===== src/rtl/aheg_pkg.sv =====
// ----------------------------------------------------------------------------
// aheg_pkg
// Shared types, constants and register indexes of the hold-style envelope.
// ----------------------------------------------------------------------------
package aheg_pkg;

	localparam int SAMPLE_BITS   = 16;
	localparam int HOLD_BITS_DEF = 24;
	localparam int LEVEL_W       = 17;
	localparam int FACTOR_W      = 16;
	localparam int FRAC_BITS     = 16;
	localparam int HOLD_CFG_W    = 24;
	localparam int CFG_DATA_W    = 24;
	localparam int CFG_IDX_W     = 3;
	localparam int STAGE_W       = 3;

	localparam logic [LEVEL_W-1:0] ONE_Q16 = LEVEL_W'(2 ** FRAC_BITS);

	localparam logic [CFG_IDX_W-1:0] REG_MODE    = CFG_IDX_W'(0);
	localparam logic [CFG_IDX_W-1:0] REG_ATTACK  = CFG_IDX_W'(1);
	localparam logic [CFG_IDX_W-1:0] REG_DECAY   = CFG_IDX_W'(2);
	localparam logic [CFG_IDX_W-1:0] REG_SUSTAIN = CFG_IDX_W'(3);
	localparam logic [CFG_IDX_W-1:0] REG_RELEASE = CFG_IDX_W'(4);
	localparam logic [CFG_IDX_W-1:0] REG_HOLD    = CFG_IDX_W'(5);

	localparam logic                  MODE_RST    = 1'b1;
	localparam logic [FACTOR_W-1:0]   ATTACK_RST  = FACTOR_W'(655);
	localparam logic [FACTOR_W-1:0]   DECAY_RST   = FACTOR_W'(65000);
	localparam logic [LEVEL_W-1:0]    SUSTAIN_RST = LEVEL_W'(32768);
	localparam logic [FACTOR_W-1:0]   RELEASE_RST = FACTOR_W'(65000);
	localparam logic [HOLD_CFG_W-1:0] HOLD_RST    = '0;

	localparam logic [STAGE_W-1:0] STAGE_IDLE    = STAGE_W'(0);
	localparam logic [STAGE_W-1:0] STAGE_ATTACK  = STAGE_W'(1);
	localparam logic [STAGE_W-1:0] STAGE_DECAY   = STAGE_W'(2);
	localparam logic [STAGE_W-1:0] STAGE_HOLD    = STAGE_W'(3);
	localparam logic [STAGE_W-1:0] STAGE_RELEASE = STAGE_W'(4);

	typedef enum logic [1:0] {
		WR_NONE,
		WR_SCALE,
		WR_RAW
	} wr_kind_t;

	typedef enum logic [2:0] {
		ST_IDLE,
		ST_DEC_MUL,
		ST_DEC_APPLY,
		ST_REL_MUL,
		ST_REL_APPLY,
		ST_SCL_MUL,
		ST_OUT
	} ctrl_state_t;

	typedef struct packed {
		logic signed [SAMPLE_BITS-1:0] sample_in;
		logic                          gate;
	} in_item_t;

	typedef struct packed {
		logic signed [SAMPLE_BITS-1:0] sample_out;
		logic [LEVEL_W-1:0]            level;
		logic [STAGE_W-1:0]            stage;
	} out_item_t;

	typedef struct packed {
		logic                  mode_adsr;
		logic [FACTOR_W-1:0]   attack_step;
		logic [FACTOR_W-1:0]   decay_factor;
		logic [LEVEL_W-1:0]    sustain_level;
		logic [FACTOR_W-1:0]   release_factor;
		logic [HOLD_CFG_W-1:0] hold_samples;
	} cfg_t;

	typedef struct packed {
		logic load_in;
		logic mul_decay;
		logic eval_hold;
		logic mul_release;
		logic apply_release;
		logic mul_scale;
		logic load_out;
	} dp_cmd_t;

	typedef struct packed {
		logic out_busy;
	} dp_stat_t;

endpackage


===== src/rtl/aheg_cfg.sv =====
// ----------------------------------------------------------------------------
// aheg_cfg
// Configuration register file written through a plain write port.
// ----------------------------------------------------------------------------
module aheg_cfg (
	input  logic                             clk,
	input  logic                             arst_n,
	input  logic                             we,
	input  logic [aheg_pkg::CFG_IDX_W-1:0]   idx,
	input  logic [aheg_pkg::CFG_DATA_W-1:0]  wdata,
	output aheg_pkg::cfg_t                   cfg
);
	import aheg_pkg::*;

	cfg_t cfg_q;

	always_ff @(posedge clk or negedge arst_n) begin
		if (!arst_n) begin
			cfg_q.mode_adsr      <= MODE_RST;
			cfg_q.attack_step    <= ATTACK_RST;
			cfg_q.decay_factor   <= DECAY_RST;
			cfg_q.sustain_level  <= SUSTAIN_RST;
			cfg_q.release_factor <= RELEASE_RST;
			cfg_q.hold_samples   <= HOLD_RST;
		end else if (we) begin
			case (idx)
				REG_MODE:    cfg_q.mode_adsr      <= wdata[0];
				REG_ATTACK:  cfg_q.attack_step    <= wdata[FACTOR_W-1:0];
				REG_DECAY:   cfg_q.decay_factor   <= wdata[FACTOR_W-1:0];
				REG_SUSTAIN: cfg_q.sustain_level  <= wdata[LEVEL_W-1:0];
				REG_RELEASE: cfg_q.release_factor <= wdata[FACTOR_W-1:0];
				REG_HOLD:    cfg_q.hold_samples   <= wdata[HOLD_CFG_W-1:0];
				default: begin
				end
			endcase
		end
	end

	assign cfg = cfg_q;

endmodule


===== src/rtl/aheg_ctrl.sv =====
// ----------------------------------------------------------------------------
// aheg_ctrl
// Sequencer that steps one sample through the envelope datapath.
// ----------------------------------------------------------------------------
module aheg_ctrl (
	input  logic                clk,
	input  logic                arst_n,
	input  logic                in_valid,
	output logic                in_ready,
	input  aheg_pkg::dp_stat_t  stat,
	output aheg_pkg::dp_cmd_t   cmd
);
	import aheg_pkg::*;

	ctrl_state_t state_q;
	ctrl_state_t state_d;

	always_ff @(posedge clk or negedge arst_n) begin
		if (!arst_n) begin
			state_q <= ST_IDLE;
		end else begin
			state_q <= state_d;
		end
	end

	always_comb begin
		state_d = state_q;
		case (state_q)
			ST_IDLE: begin
				if (in_valid) begin
					state_d = ST_DEC_MUL;
				end
			end
			ST_DEC_MUL:   state_d = ST_DEC_APPLY;
			ST_DEC_APPLY: state_d = ST_REL_MUL;
			ST_REL_MUL:   state_d = ST_REL_APPLY;
			ST_REL_APPLY: state_d = ST_SCL_MUL;
			ST_SCL_MUL:   state_d = ST_OUT;
			ST_OUT: begin
				if (!stat.out_busy) begin
					state_d = ST_IDLE;
				end
			end
			default: state_d = ST_IDLE;
		endcase
	end

	always_comb begin
		cmd      = '0;
		in_ready = 1'b0;
		case (state_q)
			ST_IDLE: begin
				in_ready    = 1'b1;
				cmd.load_in = in_valid;
			end
			ST_DEC_MUL:   cmd.mul_decay     = 1'b1;
			ST_DEC_APPLY: cmd.eval_hold     = 1'b1;
			ST_REL_MUL:   cmd.mul_release   = 1'b1;
			ST_REL_APPLY: cmd.apply_release = 1'b1;
			ST_SCL_MUL:   cmd.mul_scale     = 1'b1;
			ST_OUT:       cmd.load_out      = !stat.out_busy;
			default: begin
			end
		endcase
	end

endmodule


===== src/rtl/aheg_dp.sv =====
// ----------------------------------------------------------------------------
// aheg_dp
// Envelope state, shared multiplier, sample scaling and output register.
// ----------------------------------------------------------------------------
module aheg_dp #(
	parameter int HOLD_BITS = aheg_pkg::HOLD_BITS_DEF
) (
	input  logic                 clk,
	input  logic                 arst_n,
	input  aheg_pkg::dp_cmd_t    cmd,
	output aheg_pkg::dp_stat_t   stat,
	input  aheg_pkg::cfg_t       cfg,
	input  aheg_pkg::in_item_t   in_data,
	output logic                 out_valid,
	input  logic                 out_ready,
	output aheg_pkg::out_item_t  out_data
);
	import aheg_pkg::*;

	localparam int MUL_A_W = ((SAMPLE_BITS > LEVEL_W) ? SAMPLE_BITS : LEVEL_W) + 1;
	localparam int MUL_B_W = LEVEL_W + 1;
	localparam int PROD_W  = MUL_A_W + MUL_B_W;
	localparam int SUM_W   = LEVEL_W + 1;
	localparam logic signed [PROD_W-1:0] SCL_HI = PROD_W'(2 ** (SAMPLE_BITS - 1) - 1);
	localparam logic signed [PROD_W-1:0] SCL_LO = PROD_W'(-(2 ** (SAMPLE_BITS - 1)));

	logic [LEVEL_W-1:0]            level_q;
	logic                          attack_q;
	logic                          decay_q;
	logic                          hold_q;
	logic                          release_q;
	logic [HOLD_BITS-1:0]          hold_cnt_q;
	logic signed [SAMPLE_BITS-1:0] last_out_q;
	wr_kind_t                      wr_q;
	logic                          out_valid_q;

	logic signed [SAMPLE_BITS-1:0] sample_q;
	logic                          gate_q;
	logic signed [PROD_W-1:0]      prod_q;
	out_item_t                     out_q;

	logic                          adsr;
	logic [HOLD_BITS-1:0]          hold_tgt;

	logic signed [MUL_A_W-1:0]     mul_a;
	logic signed [MUL_B_W-1:0]     mul_b;
	logic signed [PROD_W-1:0]      mul_p;
	logic [LEVEL_W-1:0]            mulq_res;
	logic signed [PROD_W-1:0]      scl_shift;
	logic signed [SAMPLE_BITS-1:0] scl_res;

	logic                          start;
	logic [SUM_W-1:0]              lvl_sum;
	logic [LEVEL_W-1:0]            lvl1;
	logic                          a1;
	logic                          d1;
	logic                          h1;
	logic                          r1;
	logic [HOLD_BITS-1:0]          hc1;
	wr_kind_t                      wr1;

	logic [LEVEL_W-1:0]            lvl4;
	logic                          d4;
	logic                          h4;
	logic                          r4;
	logic [HOLD_BITS-1:0]          hc4;
	wr_kind_t                      wr4;
	wr_kind_t                      wr_hold;

	logic signed [SAMPLE_BITS-1:0] new_last;
	logic [STAGE_W-1:0]            stage_code;

	assign adsr     = cfg.mode_adsr;
	assign hold_tgt = HOLD_BITS'(cfg.hold_samples);
	assign wr_hold  = adsr ? WR_SCALE : WR_RAW;

	always_comb begin
		mul_a = MUL_A_W'(level_q);
		mul_b = MUL_B_W'(cfg.decay_factor);
		if (cmd.mul_scale) begin
			mul_a = MUL_A_W'(sample_q);
			mul_b = MUL_B_W'(level_q);
		end else if (cmd.mul_release) begin
			mul_b = MUL_B_W'(cfg.release_factor);
		end
	end

	assign mul_p    = mul_a * mul_b;
	assign mulq_res = prod_q[FRAC_BITS +: LEVEL_W];

	always_comb begin
		scl_shift = prod_q >>> FRAC_BITS;
		if (scl_shift > SCL_HI) begin
			scl_res = SCL_HI[SAMPLE_BITS-1:0];
		end else if (scl_shift < SCL_LO) begin
			scl_res = SCL_LO[SAMPLE_BITS-1:0];
		end else begin
			scl_res = scl_shift[SAMPLE_BITS-1:0];
		end
	end

	// A new note starts only when no attack, hold or (in ADSR form) decay is running.
	always_comb begin
		start   = in_data.gate && !attack_q && !hold_q && (!adsr || !decay_q);
		a1      = attack_q || start;
		d1      = decay_q && !(start && adsr);
		h1      = hold_q;
		r1      = release_q && !start;
		hc1     = start ? '0 : hold_cnt_q;
		lvl_sum = SUM_W'(level_q) + SUM_W'(cfg.attack_step);
		lvl1    = level_q;
		wr1     = WR_NONE;
		if (a1) begin
			lvl1 = (lvl_sum > SUM_W'(ONE_Q16)) ? ONE_Q16 : lvl_sum[LEVEL_W-1:0];
			wr1  = WR_SCALE;
		end
		if (lvl1 >= ONE_Q16) begin
			lvl1 = ONE_Q16;
			a1   = 1'b0;
			if (adsr) begin
				d1 = 1'b1;
			end else begin
				h1 = 1'b1;
			end
		end
	end

	always_comb begin
		lvl4 = level_q;
		d4   = decay_q;
		h4   = hold_q;
		r4   = release_q;
		hc4  = hold_cnt_q;
		wr4  = wr_q;
		if (adsr && decay_q) begin
			lvl4 = mulq_res;
			wr4  = WR_SCALE;
			if (mulq_res <= cfg.sustain_level) begin
				d4 = 1'b0;
				h4 = 1'b1;
			end
		end
		if ((hc4 < hold_tgt) && h4) begin
			wr4 = wr_hold;
			hc4 = hc4 + HOLD_BITS'(1);
		end
		if (hc4 == hold_tgt) begin
			if (gate_q) begin
				wr4 = wr_hold;
			end else begin
				h4 = 1'b0;
				r4 = 1'b1;
			end
		end
	end

	always_comb begin
		case (wr_q)
			WR_SCALE: new_last = scl_res;
			WR_RAW:   new_last = sample_q;
			default:  new_last = last_out_q;
		endcase
	end

	always_comb begin
		if (attack_q) begin
			stage_code = STAGE_ATTACK;
		end else if (decay_q) begin
			stage_code = STAGE_DECAY;
		end else if (hold_q) begin
			stage_code = STAGE_HOLD;
		end else if (release_q) begin
			stage_code = STAGE_RELEASE;
		end else begin
			stage_code = STAGE_IDLE;
		end
	end

	always_ff @(posedge clk or negedge arst_n) begin
		if (!arst_n) begin
			level_q     <= '0;
			attack_q    <= 1'b0;
			decay_q     <= 1'b0;
			hold_q      <= 1'b0;
			release_q   <= 1'b0;
			hold_cnt_q  <= '0;
			last_out_q  <= '0;
			wr_q        <= WR_NONE;
			out_valid_q <= 1'b0;
		end else begin
			if (cmd.load_in) begin
				level_q    <= lvl1;
				attack_q   <= a1;
				decay_q    <= d1;
				hold_q     <= h1;
				release_q  <= r1;
				hold_cnt_q <= hc1;
				wr_q       <= wr1;
			end
			if (cmd.eval_hold) begin
				level_q    <= lvl4;
				decay_q    <= d4;
				hold_q     <= h4;
				release_q  <= r4;
				hold_cnt_q <= hc4;
				wr_q       <= wr4;
			end
			if (cmd.apply_release && release_q && (level_q != '0)) begin
				level_q <= mulq_res;
				wr_q    <= WR_SCALE;
			end
			if (cmd.load_out) begin
				last_out_q  <= new_last;
				out_valid_q <= 1'b1;
			end else if (out_ready) begin
				out_valid_q <= 1'b0;
			end
		end
	end

	always_ff @(posedge clk) begin
		if (cmd.load_in) begin
			sample_q <= in_data.sample_in;
			gate_q   <= in_data.gate;
		end
		if (cmd.mul_decay || cmd.mul_release || cmd.mul_scale) begin
			prod_q <= mul_p;
		end
		if (cmd.load_out) begin
			out_q.sample_out <= new_last;
			out_q.level      <= level_q;
			out_q.stage      <= stage_code;
		end
	end

	assign stat.out_busy = out_valid_q && !out_ready;
	assign out_valid     = out_valid_q;
	assign out_data      = out_q;

endmodule


===== src/rtl/adsr_hold_envelope_top.sv =====
// ----------------------------------------------------------------------------
// adsr_hold_envelope_top
// in_ready is high only while the sequencer is idle, so a new sample is taken
// only once the last is loaded into the output register; three products pass
// in turn through the one shared multiplier (decay, release, sample scaling).
// Reset: arst_n clears the envelope state, the output valid flag and the
// sequencer at once and loads the configuration registers with their defaults.
// ----------------------------------------------------------------------------
module adsr_hold_envelope_top #(
	parameter int HOLD_BITS = aheg_pkg::HOLD_BITS_DEF
) (
	input  logic                             clk,
	input  logic                             arst_n,
	input  logic                             in_valid,
	output logic                             in_ready,
	input  aheg_pkg::in_item_t               in_data,
	output logic                             out_valid,
	input  logic                             out_ready,
	output aheg_pkg::out_item_t              out_data,
	input  logic                             cfg_we,
	input  logic [aheg_pkg::CFG_IDX_W-1:0]   cfg_idx,
	input  logic [aheg_pkg::CFG_DATA_W-1:0]  cfg_wdata
);
	import aheg_pkg::*;

	cfg_t     cfg;
	dp_cmd_t  cmd;
	dp_stat_t stat;

	aheg_cfg u_cfg (
		.clk    (clk),
		.arst_n (arst_n),
		.we     (cfg_we),
		.idx    (cfg_idx),
		.wdata  (cfg_wdata),
		.cfg    (cfg)
	);

	aheg_ctrl u_ctrl (
		.clk      (clk),
		.arst_n   (arst_n),
		.in_valid (in_valid),
		.in_ready (in_ready),
		.stat     (stat),
		.cmd      (cmd)
	);

	aheg_dp #(
		.HOLD_BITS (HOLD_BITS)
	) u_dp (
		.clk       (clk),
		.arst_n    (arst_n),
		.cmd       (cmd),
		.stat      (stat),
		.cfg       (cfg),
		.in_data   (in_data),
		.out_valid (out_valid),
		.out_ready (out_ready),
		.out_data  (out_data)
	);

endmodule


===== config.mk =====
export PLATFORM = sky130hd
export DESIGN_NAME = adsr_hold_envelope_top
export DESIGN_NICKNAME = d
export VERILOG_FILES = /design/src/rtl/aheg_pkg.sv /design/src/rtl/aheg_cfg.sv /design/src/rtl/aheg_ctrl.sv /design/src/rtl/aheg_dp.sv /design/src/rtl/adsr_hold_envelope_top.sv
export SDC_FILE = /design/constraint.sdc
export NUM_CORES = 1
export LEC_CHECK = 0
export BUFFER_PORTS_ARGS = -buffer_cell sky130_fd_sc_hd__buf_4
export CORE_ASPECT_RATIO = 1.75
export CORE_MARGIN = 2
export CORE_UTILIZATION = 60
export DETAILED_ROUTE_END_ITERATION = 8
export GPL_ROUTABILITY_DRIVEN = 0
export HOLD_SLACK_MARGIN = 0.02
export PLACE_DENSITY = 0.79
export SKIP_CTS_REPAIR_TIMING = 1
export SLEW_MARGIN = 25
export SYNTH_ARGS = -nofsm -noshare
export SYNTH_HDL_FRONTEND = slang
export SYNTH_HIERARCHICAL = 1
export SYNTH_SLANG_ARGS = --single-unit

===== constraint.sdc =====
create_clock -name clk -period 11.4 [get_ports clk]
set_input_delay 1.14 -clock clk [delete_from_list [all_inputs] [get_ports clk]]
set_output_delay 1.14 -clock clk [all_outputs]
set_load 0.02 [all_outputs]

==> qor.yml, run 1 <==
status:
  status: "finished with violations"
  violations: "DRC"
clocking:
  clk_path_buf_depth: 3
  clkLatencyLatePin_ns: 0.57
  root_buffer: "clkbuf_16"
  tritoncts: "built"
  clk_pin_slew_ns: 0.06
  cts.sinks: 230
  cts.htree.levels: 1
  cts_buffers: 24
timing:
  fmax_mhz: 118
  report.final.setup_viol: 0
  slew_headroom_pct: 29.0
  clock-skew-final_ns: 0.0438
  fin_crit_ns: 8.45
  tightest_slew_ns: 1.06
  report.final.hold_viol_count: 0
  grt_setup_unrepaired: "false"
  slew_viol_final: 0
  finalCritPeriodShare_pct: 74.1
  setup_tns_ns: 0
global_routing:
  grt_pass1_wl_um: 114000
  grt_max_degree: 91
  grt_use_total_pct: 37.9
  grt_antenna_before_repair: 2
  grt_pass1_vias: 19904
  overflow: 0
final_layout:
  design_area_mm2: 0.0252
  area_growth_pct: 8.17
  fillers: 2968
  nets: 2894
  layout-drive-gt1-share_pct: 14.3
  n_antenna_cell: 0
  instances_no_fill: 2892
yosys:
  synth_compound_area_share_pct: 7.81
  netlist_area_mm2: 0.0233
  ys_seq_area_share_pct: 26.4
  synthMuxAreaShare_pct: 8.22
  synth_nets: 2834
  yosys_warnings: 6
  synth_flop_cell: "dfrtp_1"
  syn_inst: 2329
  synth_cell_types: 84
  synth_edf_count: 73
  yosys.area_share.simple_pct: 12.3
  synth_seq_cells: 230
  syn_avg_cell_area_um2: 10.0
  synth_top_family_by_area: "adder cells"
  synth-adder-area-share_pct: 34.4
  synth_xor_area_share_pct: 2.67
  synthArstFlopShare_pct: 68.3
floorplan:
  fp.dieH_um: 265
  fp-row-count: 95
  die_w_um: 153
  io_pins: 87
  die-area_mm2: 0.0405
  core_mm2: 0.0384
  initial_core_util_pct: 60.8
worst_setup_path:
  worstPathRequired_ns: 11.68
  crit_start: "u_ctrl/state_q[1]"
  critPathSlowestCell: "mux2i_1"
  timing.rr.start: "u_ctrl/state_q[1]"
  cp-start-kind: "flop"
  endpoint: "u_dp/prod_q[35]"
  cp-end-kind: "flop"
  r2r_cells: 25
  crit_type: "reg2reg"
  cpPeakStageDelay_ns: 0.70
  critPathBufInv: 3
  r2r_slack_ns: 2.95
  cpMostUsedCell: "fa_1"
  critPathArrivalTime_ns: 8.72
  regToRegEndpoint: "u_dp/prod_q[35]"
  path_delay_family: "adder cells"
  critical_path_depth: 25
  crit_fanout: 90
drt:
  wirelength_um: 74400
  first_pass_iters: 9
  viasPerCell: 6.28
  first_iter_violations: 1870
  vias: 18165
  drc_errors: 1
  routedWlPerCell_um: 25.7
  ant_nets: 0
power_and_ir_drop:
  p_leak_nw: 12.1
  power_density_mw_per_mm2: 339
  ir_drop_uv: 346
flow_run:
  cap_violations: 0
placed_design:
  numPortBuffers: 86
  place_area_mm2: 0.0244
  dp_hpwl_um: 57300
  placed_cells: 2848
worst_hold_path:
  hold_path_class: "reg2reg"
-- per-stage QoR --
step	utilization, %	power, mW	worst slack, ns	hold WS (ns)
floorplan	-	5.60	3.42	0.475
global placement	63.6	7.24	3.49	0.484
detailed placement	63.7	7.51	3.19	0.494
CTS	65.7	8.37	3.13	0.507
global route	65.7	9.22	2.55	0.520
finish	65.7	8.55	2.95	0.506
-- worst min-delay path by stage --
stage / endpoint / from / depth (start not counted)
after detailed placement: u_cfg/cfg[50] / u_cfg/cfg[50] / 1
after global placement: u_dp/last_out_q[6] / u_dp/last_out_q[6] / 1
after global routing: u_dp/last_out_q[9] / u_dp/last_out_q[9] / 1
final: u_dp/last_out_q[6] / u_dp/last_out_q[6] / 1
after CTS: u_dp/last_out_q[6] / u_dp/last_out_q[6] / 1
after floorplan: u_dp/last_out_q[0] / u_dp/last_out_q[0] / 1
-- cell type report --
class | count | area, µm² | area share (%)
multi-input combinational | 1609 | 15300 | 60.6
sequential | 230 | 6160 | 24.4
inverter | 414 | 1550 | 6.16
timing repair buffer | 110 | 846 | 3.35
clock buffer | 36 | 717 | 2.84
tap | 485 | 607 | 2.40
clock inverter | 8 | 72.6 | 0.288
-- kinds of logic after synthesis --
logic type	after synthesis
buffers and inverters	490
multiplexers	173
AND/OR/NAND/NOR	618
XOR/XNOR	71
AO/OA/AOI/OAI	291
adder cells (fa/ha/maj)	456
flip-flops	230
-- cells in the mapped netlist, types with 8 or more instances --
cell	n	area, µm²
a21o_1	18	135
a21oi_1	65	325
a22oi_1	17	128
a31oi_1	11	68.8
and2_1	19	119
and3_1	36	225
clkbuf_1	60	225
dfrtp_1	127	3180
dfstp_2	30	788
edfxtp_1	73	2190
fa_1	310	6210
ha_1	146	1830
inv_1	412	1550
mux2_2	132	1490
mux2i_1	36	360
nand2_1	236	886
nand2b_1	9	56.3
nand3_1	31	155
nand4_1	16	100
nor2_1	185	694
nor2b_1	8	50.1
nor3_1	21	105
o211ai_1	8	60.1
o21a_1	12	90.1
o21ai_0	93	465
o21ai_1	10	50.1
o31ai_1	14	105
or2_2	11	68.8
xnor2_1	46	403
xor2_1	25	219
-- report_power, final --
| part | switching, mW | internal (mW) | total [mW] |
|---|---|---|---|
| Sequential | 0.319 | 1.26 | 1.58 |
| Combinational | 3.73 | 2.43 | 6.16 |
| Clock | 0.360 | 0.441 | 0.801 |
| Total | 4.41 | 4.14 | 8.55 |
-- state kept, by name (all words and copies together) (netlist names) --
name,cells
u_dp/last_out_q,16
u_dp/release_q,1
u_dp/out_valid,1
u_dp/prod_q,20
u_dp/hold_q,1
u_dp/out_data,36
u_ctrl/state_q,3
u_dp/gate_q,1
u_cfg/cfg,90
u_dp/sample_q,16
u_dp/level_q,17
u_dp/attack_q,1
u_dp/hold_cnt_q,24
u_dp/wr_q,2
u_dp/decay_q,1
-- layout by cell type (no fill, tap or decap), types with 16 or more instances in the layout --
cell type	count
inv_1	412
fa_1	310
nand2_1	236
nor2_1	183
ha_1	146
mux2_2	132
dfrtp_1	127
buf_4	107
o21ai_0	92
edfxtp_1	73
a21oi_1	65
xnor2_1	46
mux2i_1	36
and3_1	36
nand3_1	31
dfstp_2	30
clkbuf_16	25
xor2_1	25
nor3_1	19
and2_1	19
a21o_1	18
a22oi_1	17
nand4_1	16
-- worst reg2reg max path, cell delays in order, from the launching register on --
cell and delay, ns:
dfrtp_1 0.46, nand2b_1 0.26, nor2_4 0.15, buf_12 0.32, mux2i_1 0.80, nor2_1 0.18, fa_1 0.58, inv_1 0.07
fa_1 0.49, fa_1 0.51, inv_1 0.04, ha_1 0.31, fa_1 0.53, fa_1 0.51, ha_1 0.34, a2111oi_0 0.42
o21ai_0 0.16, a21oi_1 0.37, a31oi_1 0.31, o41ai_1 0.30, o211ai_1 0.22, nand4_1 0.16, nand4_1 0.14, a41o_1 0.27
a21oi_1 0.19, xnor2_1 0.09
-- per-layer routing --
metal	global-route usage (%)	share of wire, %
met4	36.5	13
met2	65.1	50
met5	0	0.017
met3	9.25	9.1
met1	36.3	28
(Power assumes the default switching activity.)
==> run 2, diff against run 1 <==
==> constraint.sdc (replaced) <==
create_clock -name clk -period 7.98 [get_ports clk]
set_input_delay 0.798 -clock clk [delete_from_list [all_inputs] [get_ports clk]]
set_output_delay 0.798 -clock clk [all_outputs]
set_load 0.02 [all_outputs]
==> run 2 against run 1 <==
  * The flow now finishes without violations
  * Clock-buffer cell count decreased by 6
  * Flip-flop and latch count did not move
  * Clock power up 49%
  * Final cell count increased by 2.1%
  * Via count rose by 3.4%
  * First-iteration DRC count down 0.53%
  * Non-clock buffer count up 56
  * Critical path depth up 3
  * Sequential power rose by 44%
  * Routed wire length grew 4.0%
  * Cell area up 2.4%
  * Utilization up 1.5 points
  * Largest cell class unchanged
  * Largest power group unchanged
==> qor.yml, run 2 (synthesis gave the netlist of run 1 again) <==
timing:
  report.final.hold_viol_count: 0  # unchanged
  clock-skew-final_ns: 0.0168  # was 0.0438 ns
  fin_crit_ns: 7.79  # was 8.45 ns
  tightest_slew_ns: 1.16  # was 1.06 ns
  slew_viol_final: 0  # unchanged
  timing.hold.ws_ns: 0.266  # was 0.506 ns
  finalCritPeriodShare_pct: 97.6  # was 74.1%
  report.final.setup_viol: 0  # unchanged
  slew_headroom_pct: 22.7  # was 29.0%
  fmax_mhz: 128  # was 118 MHz
clocking:
  clkLatencyLatePin_ns: 0.56  # was 0.57 ns
  clk_path_buf_depth: 3  # unchanged
  clk_pin_slew_ns: 0.07  # was 0.06 ns
  root_buffer: "clkbuf_16"  # unchanged
  cts.sinks: 230  # unchanged
  tritoncts: "built"  # unchanged
  cts.htree.levels: 1  # unchanged
  cts_buffers: 24  # unchanged
final_layout:
  design_area_mm2: 0.0258  # was 0.0252 mm²
  fillers: 2851  # was 2968
  final_cell_mix: "inv_1, fa_1, nand2_1, nor2_1, buf_4"  # was inv_1, fa_1, nand2_1, nor2_1, ha_1
  final_common_cell: "inv_1"  # unchanged
  layout-drive-gt1-share_pct: 17.2  # was 14.3%
  nets: 2951  # was 2894
  finish.utilization_pct: 67.3  # was 65.7%
  area_growth_pct: 10.7  # was 8.17%
  largest_reg_flops: 90  # unchanged
drt:
  drc_errors: 0  # was 1
  ant_nets: 0  # unchanged
  viasPerCell: 6.37  # was 6.28
  first_iter_violations: 1860  # was 1870
  routedWlPerCell_um: 26.2  # was 25.7 µm
  vias: 18791  # was 18165
  first_pass_iters: 6  # was 9
  wirelength_um: 77400  # was 74400 µm
power_and_ir_drop:
  seqPwrFrac_pct: 17.8  # was 18.5%
  power_density_mw_per_mm2: 492  # was 339 mW/mm²
  swShare_pct: 51.6  # about the same
  p_int_mw: 6.15  # was 4.14 mW
  p_comb_share_pct: 72.8  # was 72.1%
  finalPower_mw: 12.7  # was 8.55 mW
  p_leak_nw: 12.4  # was 12.1 nW
  power.switching_mw: 6.57  # was 4.41 mW
  pwr-share-clk_pct: 9.3  # was 9.4%
  ir_drop_uv: 428  # was 346 µV
global_routing:
  grt_max_degree: 87  # was 91
  overflow: 0  # unchanged
  grt_antenna_before_repair: 4  # was 2
  grt_use_total_pct: 38.8  # was 37.9%
  grt_pass1_wl_um: 117000  # was 114000 µm
  grt_pass1_vias: 20332  # was 19904
floorplan:
  fp-row-count: 95  # unchanged
  die_w_um: 153  # unchanged
  io_pins: 87  # unchanged
  initial_core_util_pct: 60.8  # unchanged
  fp.dieH_um: 265  # unchanged
  core_mm2: 0.0384  # unchanged
  die-area_mm2: 0.0405  # unchanged
worst_setup_path:
  path_delay_family: "adder cells"  # unchanged
  cp-start-kind: "flop"  # unchanged
  crit_type: "reg2reg"  # unchanged
  r2r_cells: 28  # was 25
  critPathBufInv: 6  # was 3
  cpPeakStageDelay_ns: 0.57  # was 0.70 ns
  cpMostUsedCell: "fa_1"  # unchanged
  r2r_slack_ns: 0.19  # was 2.95 ns
  crit_fanout: 21  # was 90
  worstPathRequired_ns: 8.29  # was 11.68 ns
  critPathSlowestCell: "fa_1"  # was mux2i_1
  critPathArrivalTime_ns: 8.10  # was 8.72 ns
  critical_path_depth: 28  # was 25
  cp-end-kind: "flop"  # unchanged
placed_design:
  numPortBuffers: 86  # unchanged
  place_area_mm2: 0.0248  # was 0.0244 mm²
  dp_hpwl_um: 59600  # was 57300 µm
status:
  status: "finished, final reports clean"  # was finished with violations
flow_run:
  cap_violations: 0  # unchanged
worst_hold_path:
  hold_path_class: "in2async"  # was reg2reg
[run 2: worst reg2reg max path: cells and delay by family, from the launching register on]
family	cells	cell delay [ns]
xor gates and xnor gates	1	0.08
AOI/OAI and AO/OA	9	1.89
buffers and inverters	6	0.82
adders and majority gates	7	3.55
DFF	1	0.48
and+or+nand+nor	5	0.73
[run 2: area by class of cell]
class	count	area [µm²]	share of cell area, %
sequential	230	6160	23.9
inverter	414	1560	6.03
tap	485	607	2.35
clock buffer	30	663	2.57
antenna	3	7.51	0.0291
multi-input combinational	1610	15400	59.5
clock inverter	14	156	0.605
timing repair buffer	166	1310	5.08
[run 2: worst paths after layout]
| check | startpoint | endpoint |
|---|---|---|
| max in group asynchronous | arst_n | u_cfg/cfg[17] |
| worst min-delay path | arst_n | u_cfg/cfg[49] |
| worst max register to register | u_ctrl/state_q[1] | u_dp/prod_q[35] |
| worst min register to register | u_dp/last_out_q[14] | u_dp/last_out_q[14] |
| min in group clk | in_data[5] | u_dp/sample_q[4] |
| worst max-delay path | u_ctrl/state_q[1] | u_dp/prod_q[35] |
[run 2: stage by stage]
stage | cells | setup WS (ns) | setup TNS, ns
5_1_grt | 2949 | -0.0903 | -0.0903
3_3_place_gp | 2892 | 0.456 | 0
6_report | 2952 | 0.190 | 0
4_1_cts | 2936 | 0.159 | 0
2_1_floorplan | 2329 | 0.00348 | 0
3_5_place_dp | 2892 | 0.177 | 0
[run 2: layer usage]
layer  up-vias  wire length [µm]  track usage [%]
met5         -                29                0
met4         6             10400             38.6
met3       587              7320             11.1
met2      1220             37900             65.7
met1      9176             21700             36.3
li1       7802                 -                -
[run 2: power by group through the flow]
| stage | clock network [mW] | logic, mW | registers [mW] |
|---|---|---|---|
| CTS | 1.20 | 8.91 | 2.20 |
| global placement | 0 | 8.45 | 2.21 |
| detailed placement | 0 | 8.86 | 2.22 |
| finish | 1.19 | 9.26 | 2.27 |
| floorplan | 0 | 5.97 | 2.03 |
| global route | 1.24 | 10.1 | 2.27 |
==> run 3, diff against run 2 <==
--- a/config.mk
+++ b/config.mk
@@ -8,7 +8,7 @@
 export BUFFER_PORTS_ARGS = -buffer_cell sky130_fd_sc_hd__buf_4
 export CORE_ASPECT_RATIO = 1.75
 export CORE_MARGIN = 2
-export CORE_UTILIZATION = 60
+export CORE_UTILIZATION = 58
 export DETAILED_ROUTE_END_ITERATION = 8
 export GPL_ROUTABILITY_DRIVEN = 0
 export HOLD_SLACK_MARGIN = 0.02
==> constraint.sdc (replaced) <==
create_clock -name clk -period 6.7 [get_ports clk]
set_input_delay 0.67 -clock clk [delete_from_list [all_inputs] [get_ports clk]]
set_output_delay 0.67 -clock clk [all_outputs]
set_load 0.02 [all_outputs]
==> run 3 against run 2 <==
  * The flow now finishes with violations (DRC, setup timing)
  * Clock skew grew 0.014 ns
  * Cell area grew 6.8%
  * Highest routed layer unchanged
  * Global-route usage grew 0.44 points
  * Via count grew 6.5%
  * Worst hold slack lost 0.11 ns
  * Utilization grew 2.0 points
  * Register-to-register slack lost 0.94 ns
==> qor.yml, run 3 (synthesis gave the netlist of run 1 again) <==
final_layout:
  final_common_cell: "inv_1"  # unchanged
  multi_input_area_mm2: 0.0158  # was 0.0154 mm²
  layout-drive-gt1-share_pct: 24.7  # was 17.2%
  seqCellArea_mm2: 0.00616  # about the same
  nets: 3122  # was 2951
  design_area_mm2: 0.0276  # was 0.0258 mm²
  area_growth_pct: 18.3  # was 10.7%
  final_cell_mix: "inv_1, buf_4, fa_1, nand2_1, nor2_1"  # was inv_1, fa_1, nand2_1, nor2_1, buf_4
  fillers: 2778  # was 2851
  largest_reg_flops: 90  # unchanged
worst_setup_path:
  critPathArrivalTime_ns: 7.74  # was 8.10 ns
  r2r_cells: 29  # was 28
  cp-end-kind: "flop"  # unchanged
  r2r_slack_ns: -0.75  # was 0.19 ns
  crit_type: "reg2reg"  # unchanged
  cpPeakStageDelay_ns: 0.58  # was 0.57 ns
  crit_start: "u_ctrl/state_q[1]"  # unchanged
  critPathSlowestCell: "fa_2"  # was fa_1
  regToRegEndpoint: "u_dp/prod_q[35]"  # unchanged
  worstPathRequired_ns: 6.99  # was 8.29 ns
  endpoint: "u_dp/prod_q[35]"  # unchanged
  timing.rr.start: "u_ctrl/state_q[1]"  # unchanged
  cp-start-kind: "flop"  # unchanged
  crit_fanout: 9  # was 21
  cpMostUsedCell: "fa_1"  # unchanged
placed_design:
  place_area_mm2: 0.0263  # was 0.0248 mm²
  numPortBuffers: 86  # unchanged
  dp_hpwl_um: 61700  # was 59600 µm
global_routing:
  grt_antenna_before_repair: 2  # was 4
  overflow: 0  # unchanged
  grt_pass1_wl_um: 122000  # was 117000 µm
  grt_pass1_vias: 21235  # was 20332
  grt_max_degree: 86  # was 87
  grt_use_total_pct: 39.2  # was 38.8%
flow_run:
  cap_violations: 0  # unchanged
timing:
  report.final.hold_viol_count: 0  # unchanged
  slew_viol_final: 0  # unchanged
  fin_crit_ns: 7.45  # was 7.79 ns
  slew_headroom_pct: 29.9  # was 22.7%
  report.final.setup_viol: 19  # was 0
  setup_tns_ns: -7.91  # was 0 ns
  clock-skew-final_ns: 0.0312  # was 0.0168 ns
  grt_setup_unrepaired: "true"
  timing.hold.ws_ns: 0.159  # was 0.266 ns
  fin_ws_ns: -0.751  # was 0.190 ns
  fmax_mhz: 134  # was 128 MHz
  finalCritPeriodShare_pct: 111  # was 97.6%
  tightest_slew_ns: 1.05  # was 1.16 ns
drt:
  wl_met2_um: 39300  # was 37900 µm
  viasPerCell: 6.39  # was 6.37
  drc_errors: 1  # was 0
  top_layer: "met5"  # unchanged
  first_iter_violations: 2493  # was 1860
  vias: 20011  # was 18791
  drt-met1-wl_um: 22400  # was 21700 µm
  first_pass_iters: 9  # was 6
  routedWlPerCell_um: 26.2  # about the same
  wirelength_um: 82000  # was 77400 µm
  ant_nets: 0  # unchanged
  route.met3.wl_um: 8550  # was 7320 µm
floorplan:
  initial_core_util_pct: 58.6  # was 60.8%
  core_mm2: 0.0398  # was 0.0384 mm²
  io_pins: 87  # unchanged
  fp-row-count: 97  # was 95
  die_w_um: 156  # was 153 µm
  die-area_mm2: 0.0419  # was 0.0405 mm²
  fp.dieH_um: 269  # was 265 µm
status:
  status: "finished with violations"  # was finished, final reports clean
  violations: "DRC, setup timing"
worst_hold_path:
  hold_path_class: "in2async"  # unchanged
clocking:
  cts_buffers: 24  # unchanged
  clk_path_buf_depth: 3  # unchanged
  tritoncts: "built"  # unchanged
  root_buffer: "clkbuf_16"  # unchanged
  clkLatencyLatePin_ns: 0.56  # about the same
  cts.sinks: 230  # unchanged
  clk_pin_slew_ns: 0.07  # about the same
  cts.htree.levels: 1  # unchanged
## run 3: changes by cell type in the layout (fill, tap and decap cells not counted), moves of 8 or more
cell     previous run  this run
buf_4             159       315
nor2_1            184       172
buf_6               3        13
fa_1              308       294
nor2_2              1        11
fa_2                2        16
a21oi_1            60        52
## run 3: worst max-delay path, delay by kind of cell, from the launching register on
family	cells	cell delay [ns]
adders and majority gates	7	3.45
AOI/OAI and AO/OA	9	1.69
and+or+nand+nor	6	0.83
buffers and inverters	6	0.72
DFF	1	0.42
xor gates and xnor gates	1	0.08
## run 3: through the flow
stage	utilization (%)	cells	worst slack, ns
6_report	69.3	3131	-0.751
4_1_cts	68.0	3109	-0.769
3_5_place_dp	66.0	3065	-0.693
3_3_place_gp	66.0	3065	-0.548
5_1_grt	69.3	3131	-1.23
2_1_floorplan	-	2329	-0.298
## run 3: final cells by class
cell class | instances | share of cell area, %
multi-input combinational | 1609 | 57.1
sequential | 230 | 22.3
timing repair buffer | 338 | 9.78
inverter | 414 | 5.63
clock buffer | 32 | 2.43
tap | 495 | 2.24
clock inverter | 12 | 0.512
antenna | 1 | 0.00907
## run 3: worst min-delay path by stage
| stage | endpoint | startpoint | slack (ns) | cells past startpoint |
|---|---|---|---|---|
| 4_1_cts | u_cfg/cfg[16] | arst_n | 0.19 | 1 |
| 3_3_place_gp | u_dp/last_out_q[9] | u_dp/last_out_q[9] | 0.48 | 1 |
| 3_5_place_dp | u_cfg/cfg[43] | u_cfg/cfg[43] | 0.49 | 1 |
| 5_1_grt | u_cfg/cfg[14] | arst_n | 0.23 | 1 |
| 2_1_floorplan | u_cfg/cfg[0] | arst_n | 0.37 | 0 |
| 6_report | u_cfg/cfg[16] | arst_n | 0.16 | 1 |
## run 3: layer usage
metal  track usage (%)  up-vias
met3              13.7      724
met2              65.1     1384
met5             0.476        -
li1                  -     8152
met4              39.5        4
met1              35.7     9747
Power of run 3 is left out: the tool's default activity adds up to more than one toggle a clock period on the data nets, which glitch-free logic cannot reach.
